==> src/design/b64e_pkg.sv <==
`default_nettype none
// -----------------------------------------------------------------------------
// b64e_pkg
// Shared types, constants and the alphabet lookup for the base64 stream encoder.
// -----------------------------------------------------------------------------
package b64e_pkg;

    localparam int unsigned CmdDepth  = 2;
    localparam int unsigned CmdPtrW   = (CmdDepth > 1) ? $clog2(CmdDepth) : 1;
    localparam int unsigned CmdLevelW = $clog2(CmdDepth + 1);
    localparam int unsigned MaxChars  = 4;
    localparam int unsigned CharSelW  = $clog2(MaxChars);

    localparam logic [7:0] PadChar   = 8'h3D;
    localparam logic [7:0] StdCh62   = 8'h2B;
    localparam logic [7:0] StdCh63   = 8'h2F;
    localparam logic [7:0] UrlCh62   = 8'h2D;
    localparam logic [7:0] UrlCh63   = 8'h5F;
    localparam logic [7:0] UpperBase = 8'd65;
    localparam logic [7:0] LowerOffs = 8'd71;
    localparam logic [7:0] DigitOffs = 8'd4;

    typedef logic [5:0] sextet_t;

    // one byte's worth of characters: sextets or pads, last_sel = count - 1
    typedef struct packed {
        logic [MaxChars-1:0][5:0] sym;
        logic [MaxChars-1:0]      pad;
        logic [CharSelW-1:0]      last_sel;
        logic                     last;
    } cmd_t;

    function automatic logic [7:0] b64e_map(input sextet_t idx, input logic url);
        logic [7:0] x;
        x = {2'b00, idx};
        if (idx < 6'd26)
        begin
            return x + UpperBase;
        end
        else if (idx < 6'd52)
        begin
            return x + LowerOffs;
        end
        else if (idx < 6'd62)
        begin
            return x - DigitOffs;
        end
        else if (idx == 6'd62)
        begin
            return url ? UrlCh62 : StdCh62;
        end
        else
        begin
            return url ? UrlCh63 : StdCh63;
        end
    endfunction

endpackage
`default_nettype wire

==> src/design/b64e_if.sv <==
`default_nettype none
// -----------------------------------------------------------------------------
// b64e_if
// Valid/ready stream interfaces: raw message bytes in, base64 characters out.
// -----------------------------------------------------------------------------
interface b64e_byte_if;
    logic       valid;
    logic       ready;
    logic [7:0] data_byte;
    logic       last_byte;

    modport source (output valid, output data_byte, output last_byte, input ready);
    modport sink   (input valid, input data_byte, input last_byte, output ready);
endinterface

interface b64e_char_if;
    logic       valid;
    logic       ready;
    logic [7:0] out_char;
    logic       last_char;

    modport source (output valid, output out_char, output last_char, input ready);
    modport sink   (input valid, input out_char, input last_char, output ready);
endinterface
`default_nettype wire

==> src/design/b64e_front.sv <==
`default_nettype none
// -----------------------------------------------------------------------------
// b64e_front
// Accepts message bytes, tracks group position and leftover bits, and builds
// the character command for each byte.
// -----------------------------------------------------------------------------
module b64e_front (
    input  wire logic          clk,
    input  wire logic          rst_n,
    input  wire logic          url,
    b64e_byte_if.sink          byte_in,
    output b64e_pkg::cmd_t     cmd,
    output logic               cmd_push,
    input  wire logic          cmd_full
);
    import b64e_pkg::*;

    localparam logic [1:0] PosFirst  = 2'd0;
    localparam logic [1:0] PosSecond = 2'd1;
    localparam logic [1:0] PosThird  = 2'd2;

    logic [1:0] pos_reg, pos_next;
    logic [3:0] left_reg, left_next;
    logic [7:0] b;

    assign b             = byte_in.data_byte;
    assign byte_in.ready = !cmd_full;
    assign cmd_push      = byte_in.valid && !cmd_full;

    always_comb
    begin
        cmd          = '0;
        cmd.last     = byte_in.last_byte;
        cmd.pad[2]   = 1'b1;
        cmd.pad[3]   = 1'b1;
        pos_next     = pos_reg;
        left_next    = left_reg;
        case (pos_reg)
            PosSecond:
            begin
                cmd.sym[0]   = {left_reg[1:0], b[7:4]};
                cmd.sym[1]   = {b[3:0], 2'b00};
                cmd.last_sel = byte_in.last_byte ? (url ? 2'd1 : 2'd2) : 2'd0;
                left_next    = b[3:0];
                pos_next     = PosThird;
            end
            PosThird:
            begin
                cmd.sym[0]   = {left_reg, b[7:6]};
                cmd.sym[1]   = b[5:0];
                cmd.last_sel = 2'd1;
                left_next    = 4'd0;
                pos_next     = PosFirst;
            end
            default:
            begin
                cmd.sym[0]   = b[7:2];
                cmd.sym[1]   = {b[1:0], 4'b0000};
                cmd.last_sel = byte_in.last_byte ? (url ? 2'd1 : 2'd3) : 2'd0;
                left_next    = {2'b00, b[1:0]};
                pos_next     = PosSecond;
            end
        endcase
        if (byte_in.last_byte)
        begin
            left_next = 4'd0;
            pos_next  = PosFirst;
        end
    end

    always_ff @(posedge clk or negedge rst_n)
    begin
        if (!rst_n)
        begin
            pos_reg  <= PosFirst;
            left_reg <= 4'd0;
        end
        else if (cmd_push)
        begin
            pos_reg  <= pos_next;
            left_reg <= left_next;
        end
    end

endmodule
`default_nettype wire

==> src/design/b64e_cmd_fifo.sv <==
`default_nettype none
// -----------------------------------------------------------------------------
// b64e_cmd_fifo
// Short command queue between the byte front end and the character back end.
// -----------------------------------------------------------------------------
module b64e_cmd_fifo (
    input  wire logic                       clk,
    input  wire logic                       rst_n,
    input  wire logic                       push,
    input  b64e_pkg::cmd_t                  push_cmd,
    input  wire logic                       pop,
    output b64e_pkg::cmd_t                  head,
    output logic                            empty,
    output logic                            full,
    output logic [b64e_pkg::CmdLevelW-1:0]  level
);
    import b64e_pkg::*;

    cmd_t                  mem_reg [CmdDepth];
    logic [CmdPtrW-1:0]    wr_ptr_reg, wr_ptr_next;
    logic [CmdPtrW-1:0]    rd_ptr_reg, rd_ptr_next;
    logic [CmdLevelW-1:0]  level_reg, level_next;
    logic                  do_push, do_pop;

    assign empty   = (level_reg == '0);
    assign full    = (level_reg == CmdLevelW'(CmdDepth));
    assign level   = level_reg;
    assign head    = mem_reg[rd_ptr_reg];
    assign do_push = push && !full;
    assign do_pop  = pop && !empty;

    always_comb
    begin
        wr_ptr_next = wr_ptr_reg;
        rd_ptr_next = rd_ptr_reg;
        level_next  = level_reg;
        if (do_push)
        begin
            wr_ptr_next = (wr_ptr_reg == CmdPtrW'(CmdDepth - 1)) ? '0 : wr_ptr_reg + 1'b1;
        end
        if (do_pop)
        begin
            rd_ptr_next = (rd_ptr_reg == CmdPtrW'(CmdDepth - 1)) ? '0 : rd_ptr_reg + 1'b1;
        end
        if (do_push && !do_pop)
        begin
            level_next = level_reg + 1'b1;
        end
        else if (do_pop && !do_push)
        begin
            level_next = level_reg - 1'b1;
        end
    end

    always_ff @(posedge clk)
    begin
        if (do_push)
        begin
            mem_reg[wr_ptr_reg] <= push_cmd;
        end
    end

    always_ff @(posedge clk or negedge rst_n)
    begin
        if (!rst_n)
        begin
            wr_ptr_reg <= '0;
            rd_ptr_reg <= '0;
            level_reg  <= '0;
        end
        else
        begin
            wr_ptr_reg <= wr_ptr_next;
            rd_ptr_reg <= rd_ptr_next;
            level_reg  <= level_next;
        end
    end

endmodule
`default_nettype wire

==> src/design/b64e_back.sv <==
`default_nettype none
// -----------------------------------------------------------------------------
// b64e_back
// Walks each queued command one character per beat, maps sextets through the
// selected alphabet and holds the result in the output register.
// -----------------------------------------------------------------------------
module b64e_back (
    input  wire logic          clk,
    input  wire logic          rst_n,
    input  wire logic          url,
    input  b64e_pkg::cmd_t     head,
    input  wire logic          head_valid,
    output logic               pop,
    b64e_char_if.source        char_out
);
    import b64e_pkg::*;

    logic [CharSelW-1:0] sel_reg, sel_next;
    logic                valid_reg;
    logic [7:0]          char_reg, char_next;
    logic                lastc_reg, lastc_next;
    logic                load;

    assign load = head_valid && (!valid_reg || char_out.ready);
    assign pop  = load && (sel_reg == head.last_sel);

    always_comb
    begin
        char_next  = head.pad[sel_reg] ? PadChar : b64e_map(head.sym[sel_reg], url);
        lastc_next = head.last && (sel_reg == head.last_sel);
        sel_next   = sel_reg;
        if (pop)
        begin
            sel_next = '0;
        end
        else if (load)
        begin
            sel_next = sel_reg + 1'b1;
        end
    end

    always_ff @(posedge clk or negedge rst_n)
    begin
        if (!rst_n)
        begin
            sel_reg   <= '0;
            valid_reg <= 1'b0;
        end
        else
        begin
            sel_reg <= sel_next;
            if (load)
            begin
                valid_reg <= 1'b1;
            end
            else if (char_out.ready)
            begin
                valid_reg <= 1'b0;
            end
        end
    end

    always_ff @(posedge clk)
    begin
        if (load)
        begin
            char_reg  <= char_next;
            lastc_reg <= lastc_next;
        end
    end

    assign char_out.valid     = valid_reg;
    assign char_out.out_char  = char_reg;
    assign char_out.last_char = lastc_reg;

endmodule
`default_nettype wire

==> src/design/base64_stream_encoder.sv <==
`default_nettype none
// Each byte's command goes through the queue, then the output register drives char_out.
// The output register gives one character beat per cycle while char_out is ready; a byte
// yields one to four characters, and three bytes mid-message yield four characters.
// A two-entry command queue lets byte_in keep taking beats while char_out stalls, until it fills.
// Reset (rst_n, async low): variant standard, group position and leftover bits cleared,
// queue and output register empty.
// -----------------------------------------------------------------------------
// base64_stream_encoder
// Streaming base64 encoder: bytes in, standard or URL-safe characters out.
// -----------------------------------------------------------------------------
module base64_stream_encoder (
    input  wire logic   clk,
    input  wire logic   rst_n,
    input  wire logic   cfg_wr_en,
    input  wire logic   cfg_wr_data,
    b64e_byte_if.sink   byte_in,
    b64e_char_if.source char_out
);
    import b64e_pkg::*;

    logic                 variant_reg;
    cmd_t                 front_cmd;
    cmd_t                 head_cmd;
    logic                 cmd_push;
    logic                 cmd_pop;
    logic                 cmd_empty;
    logic                 cmd_full;
    logic [CmdLevelW-1:0] cmd_level;

    always_ff @(posedge clk or negedge rst_n)
    begin
        if (!rst_n)
        begin
            variant_reg <= 1'b0;
        end
        else if (cfg_wr_en)
        begin
            variant_reg <= cfg_wr_data;
        end
    end

    b64e_front u_front (
        .clk      (clk),
        .rst_n    (rst_n),
        .url      (variant_reg),
        .byte_in  (byte_in),
        .cmd      (front_cmd),
        .cmd_push (cmd_push),
        .cmd_full (cmd_full)
    );

    b64e_cmd_fifo u_fifo (
        .clk      (clk),
        .rst_n    (rst_n),
        .push     (cmd_push),
        .push_cmd (front_cmd),
        .pop      (cmd_pop),
        .head     (head_cmd),
        .empty    (cmd_empty),
        .full     (cmd_full),
        .level    (cmd_level)
    );

    b64e_back u_back (
        .clk        (clk),
        .rst_n      (rst_n),
        .url        (variant_reg),
        .head       (head_cmd),
        .head_valid (!cmd_empty),
        .pop        (cmd_pop),
        .char_out   (char_out)
    );

    a_no_pad_url: assert property (@(posedge clk) disable iff (!rst_n)
        (char_out.valid && variant_reg) |-> (char_out.out_char != PadChar))
        else $error("pad character emitted in url-safe mode");

    a_level_bound: assert property (@(posedge clk) disable iff (!rst_n)
        cmd_level <= CmdLevelW'(CmdDepth))
        else $error("command queue overflow");

    a_drain: assert property (@(posedge clk) disable iff (!rst_n)
        ((!char_out.valid || char_out.ready) && cmd_level != '0) |=> char_out.valid)
        else $error("queued command not drained to output");

endmodule
`default_nettype wire

==> src/flat_wrapper.sv <==
// flat-port wrapper written by rule: the top's interface ports become plain ports
module base64_stream_encoder_flat import b64e_pkg::*;
  (clk, rst_n, cfg_wr_en, cfg_wr_data, byte_in_valid, byte_in_data_byte, byte_in_last_byte, byte_in_ready, char_out_valid, char_out_out_char, char_out_last_char, char_out_ready);
  b64e_byte_if byte_in_i ();
  b64e_char_if char_out_i ();
  input  wire logic clk;
  input  wire logic rst_n;
  input  wire logic cfg_wr_en;
  input  wire logic cfg_wr_data;
  input wire logic [$bits(byte_in_i.valid)-1:0] byte_in_valid;
  input wire logic [$bits(byte_in_i.data_byte)-1:0] byte_in_data_byte;
  input wire logic [$bits(byte_in_i.last_byte)-1:0] byte_in_last_byte;
  output wire logic [$bits(byte_in_i.ready)-1:0] byte_in_ready;
  output wire logic [$bits(char_out_i.valid)-1:0] char_out_valid;
  output wire logic [$bits(char_out_i.out_char)-1:0] char_out_out_char;
  output wire logic [$bits(char_out_i.last_char)-1:0] char_out_last_char;
  input wire logic [$bits(char_out_i.ready)-1:0] char_out_ready;
  assign byte_in_i.valid = byte_in_valid;
  assign byte_in_i.data_byte = byte_in_data_byte;
  assign byte_in_i.last_byte = byte_in_last_byte;
  assign byte_in_ready = byte_in_i.ready;
  assign char_out_valid = char_out_i.valid;
  assign char_out_out_char = char_out_i.out_char;
  assign char_out_last_char = char_out_i.last_char;
  assign char_out_i.ready = char_out_ready;
  base64_stream_encoder u_core (.clk(clk), .rst_n(rst_n), .cfg_wr_en(cfg_wr_en), .cfg_wr_data(cfg_wr_data), .byte_in(byte_in_i), .char_out(char_out_i));
endmodule
==> config.mk <==
export PLATFORM = sky130hd
export DESIGN_NAME = base64_stream_encoder_flat
export DESIGN_NICKNAME = d
export VERILOG_FILES = /design/src/design/b64e_pkg.sv /design/src/design/b64e_if.sv /design/src/design/b64e_front.sv /design/src/design/b64e_cmd_fifo.sv /design/src/design/b64e_back.sv /design/src/design/base64_stream_encoder.sv /design/src/flat_wrapper.sv
export SDC_FILE = /design/constraint.sdc
export NUM_CORES = 1
export LEC_CHECK = 0
export BUFFER_PORTS_ARGS = -buffer_cell sky130_fd_sc_hd__buf_4
export CORE_ASPECT_RATIO = 0.9
export CORE_MARGIN = 2
export CORE_UTILIZATION = 55
export CTS_BUF_LIST = sky130_fd_sc_hd__clkbuf_16
export DETAILED_ROUTE_END_ITERATION = 10
export PLACE_DENSITY = 0.77
export SETUP_SLACK_MARGIN = 0.05
export SYNTH_ARGS = -nofsm -noshare
export SYNTH_HDL_FRONTEND = slang
export SYNTH_SLANG_ARGS = --single-unit
==> constraint.sdc <==
create_clock -name clk -period 3.9 [get_ports clk]
set_input_delay 0.975 -clock clk [delete_from_list [all_inputs] [get_ports clk]]
set_output_delay 0.975 -clock clk [all_outputs]
set_load 0.005 [all_outputs]
==> flow_summary.ini, run 1 <==
[yosys]
synth_edf_count = 39
yosysSeqAreaShare_pct = 55.8
avgSynthCellArea_sq_um = 12.2
yosys_warnings = 0
ys_types = 48
synthCells = 223
syn-cell-area_sq_um = 2730
synthFlopType = edfxtp_1
ys_ff_latch = 53
synthArstFlopShare_pct = 26.4
syn_nets = 247

[floorplan]
io_pins = 26
die_y_um = 70.8
start_util_pct = 56.7
rows = 24
core_sq_um = 4800
dieArea_sq_um = 5530
fp.dieW_um = 78.2

[placement]
portBuffers = 25
dp.cells = 304
gp_congestion = 0.880
dp_slack_ps = 937
place_hpwl_um = 3400

[setup_path]
reg2regPathDepth = 9
worst-endpoint-arrival_ps = 3000
worstSetupEndpointType = register
reg2reg_to = u_core.u_back.char_out.out_char[5]
crit_chain = mux4_2 -> and2_4 -> inv_2 -> ha_1 -> inv_1 -> and4_1 -> nor4_2 -> o21ba_1 -> a31o_1
rr_startpoint = u_core.u_fifo.rd_ptr_reg
max_stage_delay_ps = 650
reg2reg_slack_ps = 940
start_kind = register
cp_max_fo = 10
crit_slowest_cell = dfrtp_1
worstPathRequired_ps = 3940
worstSetupPathType = register to register

[final_layout]
fin_cells = 312
n_antenna_cell = 0
largest_reg_flops = 30
drive_gt1_share_pct = 18.6
area_growth_pct = 14.8
nets = 270

[min_path]
worstHoldPathCells = 1
hold_path.class = register to register
holdCritStartpoint = u_core.u_fifo.level[1]
holdPathEnd = u_core.u_fifo.level[1]

[clock_network]
cts-buffers-inserted = 5
clk_pin_slew_ps = 70
clk_latency_ps = 290
cts_sinks = 53
htree_levels = 2
ctsHoldBuffers = 0
cts_buffer_depth = 2
cts-root-buf = clkbuf_16
cts_setup_buffers = 0
cts_tree = built
ctsResizeCount = 0

[sta]
slew_headroom_pct = 55.4
fin_tns_setup_ps = 0
skew_ps = 7.04
fin_crit_sh_pct = 75.9
tightest_slew_ps = 669
fmax_mhz = 338
setup_viol = 0
rsz0062_at_grt = false
fin_crit_ps = 2960
finalMaxSlewViolations = 0
hold_viol_final = 0
fin_ws_ps = 939

[route]
vias = 1744
ant_nets = 0
avgRoutedWirePerCell_um = 15.0
top_layer = met4
met3_length_um = 157
drt_iter0_markers = 100
wl_met2_um = 2320
vias_per_cell = 5.59
firstDrtPassIters = 4
drt_wl_total_um = 4670
met1_length_um = 2170
post-route-drc-count = 0

[job]
cap_violations = 0

[run_status]
status = completed

[pwr]
power_leakage_nw = 1.25
p_per_area_nw_per_um2 = 920
p_total_mw = 2.88
peakVddDrop_uv = 544

[global_route]
track_usage_pct = 18.3
grt_pass1_vias = 1704
grt_overflow = 0
grt_antenna_before_repair = 0
grt_start_max_net_pins = 24
grt_pass1_wl_um = 7880
==> cells by family after synthesis <==
kind of cell / Yosys count / synth area share (%)
AOI/OAI and AO/OA: 52 / 13.5
xor gates and xnor gates: 12 / 3.86
adders and majority gates: 9 / 4.13
buffers and inverters: 25 / 3.76
DFF: 53 / 55.8
muxes: 13 / 8.17
and+or+nand+nor: 59 / 10.7
==> per-layer routing <==
| layer | GRT usage, % | up-vias |
|---|---|---|
| met5 | 0 | - |
| met1 | 24.5 | 835 |
| met2 | 30.7 | 30 |
| met4 | 6.82 | 0 |
| li1 | - | 877 |
| met3 | 2.68 | 2 |
==> synth_stat cells (2+ instances only) <==
library cell,instances,area share (%)
edfxtp_1,39,43
nand2_1,22,3.0
dfrtp_1,14,13
inv_1,13,1.8
nor2_1,13,1.8
o21ai_0,13,2.4
a22oi_1,11,3.0
ha_1,9,4.1
clkbuf_1,8,1.1
xnor2_1,8,2.6
a21oi_1,7,1.3
mux2i_1,5,1.8
a22o_1,4,1.3
mux4_1,4,3.9
nand3_1,4,0.73
nor3_1,4,0.73
xor2_1,4,1.3
and2_1,3,0.69
nand2b_1,3,0.69
a21o_1,2,0.55
a31o_2,2,0.64
a41oi_1,2,0.64
mux2_2,2,0.83
mux4_2,2,1.7
nor4_1,2,0.46
==> per-stage QoR <==
stage / area (sq um) / hold WS [ps] / utilization (%)
after detailed placement: 2960 / 490 / 61.6
final: 3130 / 498 / 65.1
after global routing: 3130 / 518 / 65.1
after global placement: 2960 / 478 / 61.6
after floorplan: 2730 / 461 / -
after CTS: 3130 / 499 / 65.1
==> worst max-delay path, delay by kind of cell (launching register included) <==
family | cells | cell delay, ps
AOI/OAI and AO/OA | 2 | 410
DFF | 1 | 650
and+or+nand+nor | 3 | 670
muxes | 1 | 650
adders and majority gates | 1 | 200
buffers and inverters | 2 | 130
==> how the worst max path moves through the flow <==
stage / start / end / slack [ps] / depth (start not counted)
2_1_floorplan: u_core.u_fifo.rd_ptr_reg / u_core.u_back.char_out.out_char[5] / 1290 / 11
3_3_place_gp: u_core.u_fifo.rd_ptr_reg / u_core.u_back.char_out.out_char[5] / 1020 / 9
3_5_place_dp: u_core.u_fifo.rd_ptr_reg / u_core.u_back.char_out.out_char[5] / 940 / 9
4_1_cts: u_core.u_fifo.rd_ptr_reg / u_core.u_back.char_out.out_char[5] / 930 / 9
5_1_grt: u_core.u_fifo.rd_ptr_reg / u_core.u_back.char_out.out_char[5] / 790 / 9
6_report: u_core.u_fifo.rd_ptr_reg / u_core.u_back.char_out.out_char[5] / 940 / 9
==> layout by cell type (no fill, tap or decap), drive strengths merged, types with 2 or more instances in the layout <==
cell / count
a21o: 2
a21oi: 7
a22o: 4
a22oi: 11
a31o: 3
a41oi: 2
and2: 4
and3: 2
buf: 27
clkbuf: 5
dfrtp: 14
edfxtp: 39
ha: 9
inv: 15
mux2: 2
mux2i: 5
mux4: 6
nand2: 22
nand2b: 3
nand3: 4
nor2: 13
nor3: 4
nor4: 3
o21ai: 13
xnor2: 8
xor2: 4
==> power breakdown <==
part           switching [mW]  leakage [nW]  internal, mW
registers               0.125         0.544         0.908
clock network           0.189        0.0834         0.305
logic                   0.748         0.623         0.606
total                    1.06          1.25          1.82
==> layout make-up <==
type                       count  area, sq um
fill                         371         1680
timing repair buffer          27          203
sequential                    53         1520
inverter                      14         52.6
clock buffer                   5          125
multi-input combinational    145         1100
clock inverter                 3         45.0
tap                           65         81.3
Note: power is estimated with default switching activity, not from simulation.
==> run 2, diff against run 1 <==
==> constraint.sdc (replaced) <==
create_clock -name clk -period 3 [get_ports clk]
set_input_delay 0.75 -clock clk [delete_from_list [all_inputs] [get_ports clk]]
set_output_delay 0.75 -clock clk [all_outputs]
set_load 0.005 [all_outputs]
==> run 2 against run 1 <==
Net effect:
- wire length up 0.56%
- register-to-register slack got worse by 640 ps
- setup slack got worse by 640 ps
- via count increased by 3.7%
- first-iteration DRC count rose by 33%
- clock-buffer cell count did not move
- hold slack got worse by 190 ps
- power grew 32%
- critical path depth stayed put
- maximum frequency grew 9.8%
- global-route usage increased by 0.77 points
- critical endpoint unchanged
- largest power group unchanged
==> flow_summary.ini, run 2 (synthesis gave the netlist of run 1 again) <==
[global_route]
grt_overflow = 0
grt_pass1_wl_um = 8080
track_usage_pct = 19.0
grt_start_max_net_pins = 24
use_met3_pct = 4.08
grt_antenna_before_repair = 0
grt_pass1_vias = 1698
grtUsageMet1_pct = 25.4
gr-usage-met2_pct = 31.0
gr-max-usage-layer = met2

[placement]
postPlaceCellArea_sq_um = 3000
portBuffers = 25
dp.cells = 309
place_hpwl_um = 3480
gp_congestion = 0.904

[sta]
fin_tns_setup_ps = 0
fin_crit_sh_pct = 89.9
rsz0062_at_grt = false
timing.hold.ws_ps = 304
finalMaxSlewViolations = 0
slew_headroom_pct = 55.1
hold_viol_final = 0
setup_viol = 0
fmax_mhz = 371
tightest_slew_ps = 673
fin_crit_ps = 2700
skew_ps = 5.61

[floorplan]
rows = 24
core_sq_um = 4800
fp.dieW_um = 78.2
start_util_pct = 56.7
dieArea_sq_um = 5530
die_y_um = 70.8
io_pins = 26

[route]
drt_iter0_markers = 133
ant_nets = 0
post-route-drc-count = 0
firstDrtPassIters = 4
vias = 1808
drt_wl_total_um = 4700
avgRoutedWirePerCell_um = 14.8
vias_per_cell = 5.70

[setup_path]
path_delay_family = simple AND/OR/NAND/NOR gates
worst-endpoint-arrival_ps = 2740
crit_slowest_cell = mux4_2
worstSetupEndpointType = register
path_buf_inv = 2
worstPathRequired_ps = 3050
cp_max_fo = 7
worstSetupPathType = register to register
start_kind = register
max_stage_delay_ps = 600
crit_chain = mux4_2 -> and2_4 -> inv_2 -> ha_1 -> inv_1 -> and4_1 -> nor4_2 -> o21ba_1 -> a31o_1

[final_layout]
largest_reg_flops = 30
n_antenna_cell = 0
num-fill-cells = 376
drive_gt1_share_pct = 20.6
final_common_cell = edfxtp_1
fin_cells = 317
nets = 275
final_cell_area_sq_um = 3170
area_growth_pct = 16.3
mostFrequentLayoutCells = edfxtp_1, buf_4, nand2_1

[clock_network]
htree_levels = 2
cts_tree = built
clk_latency_ps = 290
cts-buffers-inserted = 5
clk_pin_slew_ps = 70
cts-root-buf = clkbuf_16
cts_buffer_depth = 2
cts_sinks = 53
cts_setup_buffers = 0

[min_path]
hold_path.class = input port to async pin

[job]
cap_violations = 0

[pwr]
p_total_mw = 3.81
peakVddDrop_uv = 695
p_per_area_nw_per_um2 = 1200
power_leakage_nw = 1.27

[run_status]
status = completed
-- run 2: cell count changes in the layout (fill, tap and decap cells not counted) --
| cell | delta |
|---|---|
| dfrtp_2 | +1 |
| buf_4 | +5 |
| dfrtp_1 | -1 |
-- run 2: path summary, 6_finish.rpt --
| check | end | slack, ps | start | cells after the start |
|---|---|---|---|---|
| min in group clk | u_core.u_fifo.wr_ptr_reg | 500 | u_core.u_fifo.wr_ptr_reg | 1 |
| worst min register to register | u_core.u_fifo.wr_ptr_reg | 500 | u_core.u_fifo.wr_ptr_reg | 1 |
| worst max register to register | u_core.u_back.char_out.out_char[5] | 300 | u_core.u_fifo.rd_ptr_reg | 9 |
| worst min-delay path | u_core.u_fifo.rd_ptr_reg | 300 | rst_n | 1 |
| worst max-delay path | u_core.u_back.char_out.out_char[5] | 300 | u_core.u_fifo.rd_ptr_reg | 9 |
| max in group asynchronous | u_core.u_fifo.rd_ptr_reg | 2510 | rst_n | 1 |
-- run 2: report_power, final --
part / total [mW] / internal, mW / switching, mW / leakage [nW]
registers: 1.30 / 1.18 / 0.121 / 0.543
clock network: 0.642 / 0.396 / 0.245 / 0.0834
logic: 1.86 / 0.832 / 1.03 / 0.647
total: 3.81 / 2.41 / 1.40 / 1.27
-- run 2: timing repair --
action	4_1_cts	5_1_grt
hold buffers	0	0
resized for setup	0	1
hold endpoints to repair	0	0
endpoints found under the setup margin	0	1
-- run 2: cell type report --
class,instances,area (sq um),area share (%)
Clock buffer,5,125,3.95
Clock inverter,3,45.0,1.42
Sequential cell,53,1520,48.1
Tap cell,65,81.3,2.57
Multi-Input combinational cell,145,1100,34.8
Timing Repair Buffer,32,240,7.58
Inverter,14,52.6,1.66
-- run 2: metrics by stage --
step | util (%) | setup slack [ps]
floorplan | - | 387
CTS | 65.9 | 234
global placement | 62.4 | 314
finish | 65.9 | 303
global route | 65.9 | 129
detailed placement | 62.4 | 248
-- run 2: metal layers --
metal / wire (um) / vias up
li1: - / 886
met1: 2140 / 873
met2: 2310 / 45
met3: 205 / 4
met4: 39 / 0
met5: 0 / -
==> run 3, diff against run 2 <==
--- a/config.mk
+++ b/config.mk
@@ -5,7 +5,7 @@
 export SDC_FILE = /design/constraint.sdc
 export NUM_CORES = 1
 export LEC_CHECK = 0
-export BUFFER_PORTS_ARGS = -buffer_cell sky130_fd_sc_hd__buf_4
+export BUFFER_PORTS_ARGS = -buffer_cell sky130_fd_sc_hd__buf_2
 export CORE_ASPECT_RATIO = 0.9
 export CORE_MARGIN = 2
 export CORE_UTILIZATION = 55
==> run 3 against run 2 <==
Net effect:
- register-to-register slack worse by 50 ps
- clock power is 1% lower
- sequential power hardly changed
- via count is 2.0% higher
- critical path depth stayed put
- sequential share of layout area is 1.1 points higher
- wire length is 8.1% higher
- utilization is 1.5 points lower
- power is 0.49% lower
- combinational power hardly changed
- clock-buffer cell count stayed put
- largest cell class unchanged
- highest routed layer unchanged
==> flow_summary.ini, run 3 (synthesis gave the netlist of run 1 again) <==
[clock_network]
clk_pin_slew_ps = 70
cts-buffers-inserted = 5
ctsHoldBuffers = 0
clk_latency_ps = 290
cts_buffer_depth = 2
cts_tree = built
cts_sinks = 53
cts-root-buf = clkbuf_16
htree_levels = 2

[floorplan]
dieArea_sq_um = 5530
io_pins = 26
core_sq_um = 4800
fp.dieW_um = 78.2
die_y_um = 70.8
start_util_pct = 56.7
rows = 24

[final_layout]
final_common_cell = edfxtp_1
final_cell_area_sq_um = 3100
drive_gt1_share_pct = 20.3
num-fill-cells = 361
fin_cells = 316
largest_reg_flops = 30
n_antenna_cell = 0
mostFrequentLayoutCells = edfxtp_1, buf_2, nand2_1
nets = 274
area_growth_pct = 13.6

[sta]
rsz0062_at_grt = false
fin_crit_sh_pct = 91.5
finalMaxSlewViolations = 0
hold_viol_final = 0
fin_crit_ps = 2750
skew_ps = 4.41
fin_tns_setup_ps = 0
setup_viol = 0
fmax_mhz = 364
fin_ws_ps = 255
slew_headroom_pct = 56.0
tightest_slew_ps = 660

[setup_path]
endpoint = u_core.u_back.char_out.out_char[5]
worstSetupEndpointType = register
cp_max_fo = 7
worstPathRequired_ps = 3040
worstSetupPathType = register to register
rr_startpoint = u_core.u_fifo.rd_ptr_reg
reg2reg_to = u_core.u_back.char_out.out_char[5]
start_kind = register
reg2regPathDepth = 9
crit_start = u_core.u_fifo.rd_ptr_reg
reg2reg_slack_ps = 250
worst-endpoint-arrival_ps = 2790

[global_route]
grt_pass1_vias = 1804
grt_antenna_before_repair = 0
grt_pass1_wl_um = 8400
grt_overflow = 0
track_usage_pct = 19.6
grt_start_max_net_pins = 24

[placement]
place_hpwl_um = 3440
dp_slack_ps = 253
gp_congestion = 0.898
portBuffers = 25
postPlaceCellArea_sq_um = 2930
dp.cells = 308

[route]
firstDrtPassIters = 4
ant_nets = 0
avgRoutedWirePerCell_um = 16.1
drt_iter0_markers = 118
post-route-drc-count = 0
drt_wl_total_um = 5080
vias_per_cell = 5.84
vias = 1845

[pwr]
power_leakage_nw = 1.25
p_total_mw = 3.79
peakVddDrop_uv = 691
p_per_area_nw_per_um2 = 1220

[job]
cap_violations = 0

[min_path]
hold_path.class = input port to async pin

[run_status]
status = completed
[run 3: area by class of cell]
cell class              count  area [sq um]  area share (%)
flip-flops and latches     53          1520            49.2
multi-input cells         145          1100            35.6
repair buffers             31           170            5.50
clock buffers               5           125            4.04
well taps                  65          81.3            2.63
inverters                  14          52.6            1.70
clock inverters             3          42.5            1.37
[run 3: worst min-delay path by stage]
stage	endpoint	cells after the start	slack (ps)
final	u_core.u_fifo.wr_ptr_reg	1	360
after global routing	u_core.u_front.left_reg[1]	1	380
after CTS	u_core.u_fifo.wr_ptr_reg	1	360
after detailed placement	u_core.u_fifo.wr_ptr_reg	1	490
after global placement	u_core.u_fifo.wr_ptr_reg	1	480
after floorplan	u_core.u_back.char_out.valid	0	450
[run 3: report_power, final]
group	internal, mW	switching (mW)
sequential	1.18	0.139
combinational	0.783	1.05
clock	0.393	0.241
total	2.36	1.43
[run 3: stage by stage]
| stage | hold slack (ps) | utilization [%] |
|---|---|---|
| 2_1_floorplan | 454 | - |
| 3_3_place_gp | 477 | 60.9 |
| 3_5_place_dp | 489 | 60.9 |
| 4_1_cts | 363 | 64.4 |
| 5_1_grt | 381 | 64.4 |
| 6_report | 360 | 64.4 |
[run 3: routing by layer]
metal / wire (um) / track usage [%] / vias to the layer above
met3: 249 / 4.34 / 12
met4: 108 / 6.43 / 0
met1: 2170 / 24.9 / 889
met5: 0 / 0 / -
met2: 2550 / 33.9 / 57
li1: - / - / 887
[run 3: critical path, cell delays in order (launching register included)]
cell	delay (ps)
dfrtp_2	450
mux4_2	620
and2_4	210
inv_2	70
ha_1	220
inv_1	70
and4_1	270
nor4_2	200
o21ba_1	190
a31o_1	200
[run 3: what timing repair did]
action | CTS | global route
buffers inserted | 0 | 0
endpoints found under the setup margin | 0 | 1
gates resized for setup | 0 | 1
